==> config.mk <==
export PLATFORM = sky130hd
export DESIGN_NAME = skrv_div
export DESIGN_NICKNAME = d
export VERILOG_FILES = /design/src/design/skrv_pkg.sv /design/src/design/skrv_div.sv
export SDC_FILE = /design/constraint.sdc
export NUM_CORES = 1
export LEC_CHECK = 0
export BUFFER_PORTS_ARGS = -buffer_cell sky130_fd_sc_hd__buf_2
export CORE_MARGIN = 5
export CORE_UTILIZATION = 41
export CTS_BUF_LIST = sky130_fd_sc_hd__clkbuf_4 sky130_fd_sc_hd__clkbuf_8
export CTS_CLUSTER_DIAMETER = 120
export DETAILED_ROUTE_END_ITERATION = 10
export GPL_ROUTABILITY_DRIVEN = 0
export PLACE_DENSITY = 0.76
export SYNTH_ARGS = -nofsm -noshare
export SYNTH_HDL_FRONTEND = slang
export SYNTH_SLANG_ARGS = --single-unit
==> constraint.sdc <==
create_clock -name clk -period 5 [get_ports clk]
set_input_delay 0.5 -clock clk [delete_from_list [all_inputs] [get_ports clk]]
set_output_delay 0.5 -clock clk [all_outputs]
set_load 0.1 [all_outputs]
==> src/design/skrv_pkg.sv <==
package skrv_pkg;

	function automatic int clog2_1(input int unsigned v);
		int r;
		r = $clog2(v);
		return (r < 1) ? 1 : r;
	endfunction

	localparam int MAX_ROWS_FIRST  = 64;
	localparam int MAX_ROWS_SECOND = 64;
	localparam int MAX_COLS_FIRST  = 32;
	localparam int MAX_COLS_SECOND = 32;

	localparam int K1_DEPTH   = MAX_ROWS_FIRST * MAX_COLS_FIRST;
	localparam int K2_DEPTH   = MAX_ROWS_SECOND * MAX_COLS_SECOND;
	localparam int SOL_DEPTH  = MAX_COLS_FIRST * MAX_COLS_SECOND;
	localparam int MEAS_DEPTH = MAX_ROWS_FIRST * MAX_ROWS_SECOND;
	localparam int PART_DEPTH = MAX_ROWS_FIRST * MAX_COLS_SECOND;

	localparam int K1_AW   = clog2_1(K1_DEPTH);
	localparam int K2_AW   = clog2_1(K2_DEPTH);
	localparam int SOL_AW  = clog2_1(SOL_DEPTH);
	localparam int MEAS_AW = clog2_1(MEAS_DEPTH);
	localparam int PART_AW = clog2_1(PART_DEPTH);

	localparam int RF_W = clog2_1(MAX_ROWS_FIRST);
	localparam int RS_W = clog2_1(MAX_ROWS_SECOND);
	localparam int CF_W = clog2_1(MAX_COLS_FIRST);
	localparam int CS_W = clog2_1(MAX_COLS_SECOND);

	localparam int M1_W = clog2_1(MAX_ROWS_FIRST + 1);
	localparam int M2_W = clog2_1(MAX_ROWS_SECOND + 1);
	localparam int N1_W = clog2_1(MAX_COLS_FIRST + 1);
	localparam int N2_W = clog2_1(MAX_COLS_SECOND + 1);

	localparam int CNT_W = clog2_1(MAX_ROWS_FIRST * MAX_ROWS_SECOND + 1);

	localparam int DATA_W = 32;
	localparam int MS_W   = 48;
	localparam int IT_W   = clog2_1(MS_W + 1);

	localparam logic [2:0] REQ_K1    = 3'd0;
	localparam logic [2:0] REQ_K2    = 3'd1;
	localparam logic [2:0] REQ_SOL   = 3'd2;
	localparam logic [2:0] REQ_MEAS  = 3'd3;
	localparam logic [2:0] REQ_START = 3'd4;

	localparam logic [2:0] CFG_MODE = 3'd0;
	localparam logic [2:0] CFG_RF   = 3'd1;
	localparam logic [2:0] CFG_RS   = 3'd2;
	localparam logic [2:0] CFG_CF   = 3'd3;
	localparam logic [2:0] CFG_CS   = 3'd4;

	localparam logic [1:0] MODE_VEC = 2'd1;

	typedef enum logic [8:0] {
		S_IDLE  = 9'b000000001,
		S_RD    = 9'b000000010,
		S_MUL   = 9'b000000100,
		S_ACC   = 9'b000001000,
		S_FIN   = 9'b000010000,
		S_SQ    = 9'b000100000,
		S_SQACC = 9'b001000000,
		S_DST   = 9'b010000000,
		S_DIV   = 9'b100000000
	} state_t;

	typedef enum logic [2:0] {
		PH_VEC = 3'b001,
		PH_P1  = 3'b010,
		PH_P2  = 3'b100
	} phase_t;

	typedef struct packed {
		logic               sat;
		logic signed [63:0] val;
	} sat64_t;

	typedef struct packed {
		logic               sat;
		logic signed [31:0] val;
	} rnd_t;

	function automatic sat64_t sat_add(input logic signed [63:0] a,
			input logic signed [63:0] b);
		sat64_t r;
		logic signed [63:0] s;
		s = a + b;
		r.sat = (a[63] == b[63]) && (s[63] != a[63]);
		if (r.sat) begin
			r.val = a[63] ? {1'b1, 63'd0} : {1'b0, {63{1'b1}}};
		end else begin
			r.val = s;
		end
		return r;
	endfunction

	function automatic rnd_t round_q16(input logic signed [63:0] a);
		rnd_t r;
		logic signed [63:0] t;
		t = a + 64'sd32768;
		r.sat = 1'b0;
		if (a >= 64'sh0000_7FFF_FFFF_8000) begin
			r.sat = 1'b1;
			r.val = {1'b0, {31{1'b1}}};
		end else if (a < 64'shFFFF_7FFF_FFFF_8000) begin
			r.sat = 1'b1;
			r.val = {1'b1, 31'd0};
		end else begin
			r.val = t[47:16];
		end
		return r;
	endfunction

	function automatic logic [8:0] clamp_dim(input logic [6:0] v, input int unsigned mx);
		logic [8:0] r;
		if (v == 7'd0) begin
			r = 9'd1;
		end else if (32'(v) > mx) begin
			r = 9'(mx);
		end else begin
			r = 9'(v);
		end
		return r;
	endfunction

endpackage

==> src/design/skrv_div.sv <==
module skrv_div (
	input  logic                      clk,
	input  logic                      arst_n,
	input  logic                      start,
	input  logic [63:0]               dividend,
	input  logic [skrv_pkg::CNT_W-1:0] divisor,
	output logic                      done,
	output logic [skrv_pkg::MS_W-1:0] quotient
);

	logic                             busy_q;
	logic                             done_q;
	logic [skrv_pkg::IT_W-1:0]        it_q;
	logic [skrv_pkg::MS_W-1:0]        dvd_q;
	logic [skrv_pkg::CNT_W-1:0]       rem_q;
	logic [skrv_pkg::CNT_W:0]         trial;
	logic                             ge;
	logic [skrv_pkg::CNT_W:0]         diff;

	assign trial = {rem_q, dvd_q[skrv_pkg::MS_W-1]};
	assign ge    = trial >= {1'b0, divisor};
	assign diff  = trial - {1'b0, divisor};

	always_ff @(posedge clk or negedge arst_n) begin
		if (!arst_n) begin
			busy_q <= 1'b0;
			done_q <= 1'b0;
			it_q   <= '0;
		end else begin
			done_q <= 1'b0;
			if (start) begin
				busy_q <= 1'b1;
				it_q   <= skrv_pkg::IT_W'(skrv_pkg::MS_W);
			end else if (busy_q) begin
				it_q <= it_q - 1'b1;
				if (it_q == skrv_pkg::IT_W'(1)) begin
					busy_q <= 1'b0;
					done_q <= 1'b1;
				end
			end
		end
	end

	always_ff @(posedge clk) begin
		if (start) begin
			dvd_q <= dividend[63:16];
			rem_q <= '0;
		end else if (busy_q) begin
			dvd_q <= {dvd_q[skrv_pkg::MS_W-2:0], ge};
			rem_q <= ge ? diff[skrv_pkg::CNT_W-1:0] : trial[skrv_pkg::CNT_W-1:0];
		end
	end

	assign done     = done_q;
	assign quotient = dvd_q;

endmodule

==> metrics.cfg, run 1 <==
[yosys]
ys_warn_count = 0
synth_mux_area_frac = 0.1413
synth-edff-count = 48
syn-cell-area_sq_um = 3746
synth.distinct_cells = 53
synth_top_area_cell = edfxtp_1
async_flop_share = 0.1159
ys.flop_type = edfxtp_1
yosysTopAreaCellShare = 0.3848
syn_inst = 319
synth_xor_area_frac = 0.02806
synthSimpleGateAreaFrac = 0.1045
synth-adder-area-share = 0.05544
synth_seq_cells = 69
synth-seq-area-share = 0.5077
synth_area_per_cell_sq_um = 11.74
synth_compound_area_frac = 0.1199
ys_top_cells_by_area = edfxtp_1, mux2_2, dfxtp_1, dfrtp_1, ha_1
synth_top_family_by_area = multiplexers
syn-num-nets = 415

[power_and_ir_drop]
p_sw_frac = 0.4193
p_per_area_nw_per_um2 = 429.0
p_seq_frac = 0.382
leakage_uw = 0.001999
p_int_uw = 1138
p_clk_frac = 0.234
pwr-share-comb = 0.385
p_switching_uw = 821.8
ir_drop_mv = 0.2341

[floorplanning]
initial_core_util = 0.4254
core-area_sq_um = 8806
std_cell_rows = 34
die_area_sq_um = 11150
die_h_um = 105.6
pin_count = 129
die_x_um = 105.6

[grt]
grt_max_degree = 73
grt_pass1_wl_um = 13940
overflow = 0
grt_use_total = 0.1567
antenna_found_initial = 0
grt_pass1_vias = 2883

[sta]
rsz0062_at_grt = no
fmax_ghz = 0.3984
worstMarginPinSlew_ns = 1.013
tns_ns = 0
period_needed_ns = 2.510
setup_viol = 0
drv_slew = 0
hold_viol = 0
fin_skew_ns = 0.006153
max-slew-margin-rel = 0.3237
fin_ws_ns = 2.490
final.period_utilization = 0.5020

[clock_tree]
cts_buffers = 9
tritoncts = yes
post_cts_buffers = 0
cts_hold_buf = 1
h-tree-depth = 3
clk_path_buf_depth = 2
cts_sinks = 69
ctsResizeCount = 0
clock_latency_ns = 0.34
path_clk_slew_ns = 0.08
root_buffer = clkbuf_8

[critical_path]
end_kind = flop
start_kind = flop
r2r_start = quotient[47]$_DFFE_PP_
crit_type = reg2reg
rrSetupSlack_ns = 2.49
cp_data_arrival_time_ns = 2.76
crit_fanout = 11
required_ns = 5.25
ff2ff_path_depth = 9
r2r-end = rem_q[10]$_SDFFE_PP0P_

[run]
max_cap_viol_count = 0

[route]
drt-initial-drc-count = 120
num_vias = 2844
dr.pass1.iters = 4
wl_per_cell_um = 16.21
ant_nets = 0
drc = 0
via_per_inst = 5.276
routed_wl_um = 8735

[place]
dpl_cell_area_sq_um = 4359
post-dp-hpwl_um = 6363
place_ws_ns = 2.334
io_buffers = 112

[min_path]
min_path_type = in2reg
worstHoldEndpoint = quotient[11]$_DFFE_PP_
min_from = dividend[27]
holdPathStages = 2

[cells_and_area]
syn2layout_area_growth_pct = 21.94
design_area_sq_um = 4568
nNetsFinal = 522
diodes = 0
drive_gt1_frac = 0.4339

[outcome]
outcome = completed

[sequential cells by signal, indices dropped and copies added, names as in the netlist]
name      cells
rem_q        13
quotient     48
done          1
busy_q        1
it_q          6
[power by group through the flow]
| stage | Clock (uW) | Combinational, uW | Sequential [uW] |
|---|---|---|---|
| finish | 458 | 754 | 748 |
| CTS | 472 | 756 | 749 |
| floorplan | 0 | 308 | 1070 |
| global route | 501 | 800 | 760 |
| global placement | 0 | 739 | 756 |
| detailed placement | 0 | 753 | 760 |
[kinds of logic after synthesis]
group                    count (synthesis)
AND/OR/NAND/NOR                         77
AO/OA/AOI/OAI                           61
multiplexers                            47
XOR/XNOR                                12
buffers and inverters                   37
adder cells (fa/ha/maj)                 16
flip-flops                              69
[worst max path at each step]
stage	start	endpoint
6_report	quotient[47]$_DFFE_PP_	rem_q[10]$_SDFFE_PP0P_
5_1_grt	quotient[47]$_DFFE_PP_	rem_q[3]$_SDFFE_PP0P_
4_1_cts	quotient[47]$_DFFE_PP_	rem_q[10]$_SDFFE_PP0P_
3_5_place_dp	divisor[0]	rem_q[10]$_SDFFE_PP0P_
3_3_place_gp	divisor[0]	rem_q[10]$_SDFFE_PP0P_
2_1_floorplan	quotient[47]$_DFFE_PP_	rem_q[10]$_SDFFE_PP0P_
[per-layer routing]
layer / global-route usage / vias to the layer above / wire length (um)
li1: - / 1406 / -
met1: 0.1814 / 1339 / 3551
met2: 0.2687 / 89 / 4465
met3: 0.05868 / 10 / 577
met4: 0.05088 / 0 / 140
met5: 0 / - / 0
[synthesized netlist by cell type, types with 3 or more instances]
cell type and number:
a21o_1 5, a21oi_1 8, a311oi_1 8, a31oi_1 3, buf_1 5, buf_2 3, clkbuf_1 7, dfrtp_1 8
dfxtp_1 13, edfxtp_1 48, ha_1 15, inv_1 19, mux2_2 47, nand2_1 11, nand2b_1 5, nand3_1 10
nand4_1 4, nor2_1 25, nor3_1 8, o21a_1 4, o21ai_0 4, o21ai_1 7, o21bai_1 3, xnor2_1 6
xor2_1 6
[final cells by class]
class / count / area [sq um]
clock buffers: 9 / 123.9
flip-flops and latches: 69 / 1902
inverters: 19 / 71.32
clock inverters: 7 / 75.07
repair buffers: 114 / 578.1
fillers: 800 / 4238
well taps: 108 / 135.1
multi-input cells: 213 / 1683
[through the flow]
step                      total power [uW]  utilization  std cells  hold WS, ns
final                                 1960       0.5188        539       0.4553
after global routing                  2060       0.5188        539       0.4243
after CTS                             1977       0.5188        539       0.4341
after detailed placement              1513       0.4950        522       0.3517
after global placement                1496       0.4950        522       0.3486
after floorplan                       1380            -        319       0.2044
[critical path: stages (launching register included)]
cell	delay, ns
edfxtp_1	0.40
inv_1	0.06
ha_1	0.20
fa_1	0.45
nor2b_4	0.17
o2111ai_2	0.13
nand3b_2	0.15
o21a_1	0.39
o211ai_1	0.17
a311oi_1	0.28
[layout by cell type, fill, tap and decap left out, drive strengths merged, types with 2 or more instances in the layout]
cell,n
a211oi,2
a21boi,2
a21o,5
a21oi,9
a311oi,9
a31oi,4
and2,2
buf,113
clkbuf,9
clkinv,2
clkinvlp,3
dfrtp,8
dfxtp,13
edfxtp,48
ha,15
inv,20
mux2,47
nand2,11
nand2b,5
nand3,10
nand3b,2
nand4,4
nor2,25
nor2b,2
nor3,8
nor3b,2
o2111ai,2
o211ai,2
o21a,4
o21ai,13
o21bai,3
o32ai,2
or3,2
xnor2,6
xor2,6
No activity file was read; power rests on OpenSTA's default activity.
==> run 2: changes to the inputs <==
--- a/config.mk
+++ b/config.mk
@@ -5,6 +5,7 @@
 export SDC_FILE = /design/constraint.sdc
 export NUM_CORES = 1
 export LEC_CHECK = 0
+export ABC_AREA = 1
 export BUFFER_PORTS_ARGS = -buffer_cell sky130_fd_sc_hd__buf_2
 export CORE_MARGIN = 5
 export CORE_UTILIZATION = 41
==> constraint.sdc (replaced) <==
create_clock -name clk -period 2.5 [get_ports clk]
set_input_delay 0.25 -clock clk [delete_from_list [all_inputs] [get_ports clk]]
set_output_delay 0.25 -clock clk [all_outputs]
set_load 0.1 [all_outputs]
==> run 2 against run 1 <==
Compared with the run above:
- sequential cell count is the same
- worst setup slack lost 2.1 ns
- sequential share of layout area shrank 2.4 points
- combinational power grew to 2.8 times the previous value
- via count grew 26%
- global-route usage grew 1.3 points
- area after synthesis grew 4.8%
- wire length grew 9.9%
- cell area grew 6.0%
- clock power grew 74%
- fmax grew 17%
==> metrics.cfg, run 2 <==
[grt]
grt_max_degree = 36
grt_pass1_wl_um = 15790
grt_pass1_vias = 3568
grt_use_total = 0.1700
overflow = 0
antenna_found_initial = 0

[sta]
rsz0062_at_grt = no
worstMarginPinSlew_ns = 0.5115
max-slew-margin-rel = 0.6613
tns_ns = 0
hold_viol = 0
holdWs_ns = 0.1683
fin_skew_ns = 0.01147
final.period_utilization = 0.8608
fmax_ghz = 0.4647
drv_slew = 0
fin_ws_ns = 0.3480
setup_viol = 0
period_needed_ns = 2.152

[route]
dr.pass1.iters = 4
drt-initial-drc-count = 179
drc = 0
via_per_inst = 4.685
routed_wl_um = 9599
ant_nets = 0
num_vias = 3570
wl_per_cell_um = 12.60

[yosys]
synth_top_area_cell = edfxtp_1
synth_seq_cells = 69
ys_warn_count = 0
synthMostInstantiatedCell = nand2_1
synth.distinct_cells = 30
synth_area_per_cell_sq_um = 7.686
synth_common_cells = nand2_1, inv_1, edfxtp_1, nand3_1, nand4_1
ys.flop_type = edfxtp_1
yosysTopAreaCellShare = 0.3670
synth-seq-area-share = 0.4842
synth-edff-count = 48
syn-cell-area_sq_um = 3928
ys_top_cells_by_area = edfxtp_1, nand2_1, dfxtp_1, inv_1, dfrtp_1
syn_inst = 511
syn-num-nets = 607
async_flop_share = 0.1159

[clock_tree]
clk_path_buf_depth = 2
root_buffer = clkbuf_8
tritoncts = yes
post_cts_buffers = 0
clock_latency_ns = 0.34
cts_sinks = 69
cts_hold_buf = 1
cts_buffers = 9
h-tree-depth = 3
path_clk_slew_ns = 0.09
ctsResizeCount = 0

[cells_and_area]
multi_input_area_sq_um = 1679
nNetsFinal = 724
drive_gt1_frac = 0.2449
largest_reg_flops = 48
syn2layout_area_growth_pct = 23.32
fill_cells = 919
seqCellArea_sq_um = 1902
layout_commonest_cell = nand2_1
diodes = 0
final_util = 0.5217
final_cell_mix = nand2_1, buf_2, inv_1

[floorplanning]
die_area_sq_um = 11640
std_cell_rows = 35
initial_core_util = 0.4230
pin_count = 129
die_h_um = 107.9
core-area_sq_um = 9284
die_x_um = 107.9

[critical_path]
rrSetupSlack_ns = 0.35
cp-endpoint = rem_q[9]$_SDFFE_PP0P_
cp_data_arrival_time_ns = 2.38
start_kind = flop
ff2ff_path_depth = 11
crit_fanout = 15
required_ns = 2.73
r2r_start = quotient[47]$_DFFE_PP_
end_kind = flop
r2r-end = rem_q[9]$_SDFFE_PP0P_
crit_type = reg2reg
cp-startpoint = quotient[47]$_DFFE_PP_

[min_path]
min_path_type = in2reg

[power_and_ir_drop]
leakage_uw = 0.002670
p_int_uw = 2399
ir_drop_mv = 0.4472
p_per_area_nw_per_um2 = 922.7
pwr-share-comb = 0.470
p_switching_uw = 2070
p_sw_frac = 0.4632
p_clk_frac = 0.179
p_seq_frac = 0.351

[run]
max_cap_viol_count = 0

[place]
place_ws_ns = 0.3691
post-dp-hpwl_um = 7467
io_buffers = 112

[outcome]
outcome = completed

-- run 2: final cells by class --
type	count	share of cell area
Clock buffer	10	0.02712
Multi-Input combinational cell	353	0.3467
Inverter	72	0.05580
Tap cell	129	0.03332
Timing Repair Buffer	123	0.1359
Clock inverter	6	0.008525
Sequential cell	69	0.3927
-- run 2: how the worst min path moves through the flow --
stage                      start                endpoint  slack, ns  cells after the start
CTS                 dividend[38]  quotient[22]$_DFFE_PP_       0.15                      3
global route        dividend[55]  quotient[39]$_DFFE_PP_       0.16                      3
global placement          arst_n          done$_DFF_PN0_       0.10                      1
finish              dividend[38]  quotient[22]$_DFFE_PP_       0.17                      3
detailed placement        arst_n     it_q[3]$_DFFE_PN0P_       0.10                      1
floorplan                 arst_n        busy_q$_DFF_PN0_      -0.05                      0
-- run 2: cell families after synthesis --
family,after synthesis,share of synthesized area
and+or+nand+nor,316,0.3390
DFF,69,0.4842
AOI/OAI and AO/OA,15,0.02230
adders and majority gates,16,0.05288
xor gates and xnor gates,6,0.01338
buffers and inverters,89,0.08824
-- run 2: per-layer routing --
metal	up-vias	part of all wire	GRT usage
met3	5	0.078	0.05579
met5	-	0	0
li1	1841	-	-
met2	120	0.48	0.2886
met4	0	0.0072	0.04869
met1	1604	0.44	0.2054
-- run 2: critical path: stages (launching register included) --
cell	delay [ns]
edfxtp_1	0.35
inv_1	0.06
ha_1	0.20
fa_1	0.41
inv_1	0.12
nand2_1	0.08
nand3_2	0.09
nand2_2	0.19
nand3_4	0.26
nand3_1	0.13
nand3_1	0.10
nand2_1	0.05
-- run 2: metrics by stage --
stage	cell area, sq um	total power [uW]	cells
global route	4843	4798	762
detailed placement	4661	3686	745
finish	4843	4469	762
CTS	4843	4502	762
global placement	4661	3641	745
floorplan	3928	3292	511
-- run 2: power groups by stage --
stage	clock (uW)	sequential (uW)	combinational (uW)
global route	873	1590	2340
CTS	827	1560	2110
detailed placement	0	1580	2100
finish	798	1570	2100
floorplan	0	2120	1170
global placement	0	1580	2060
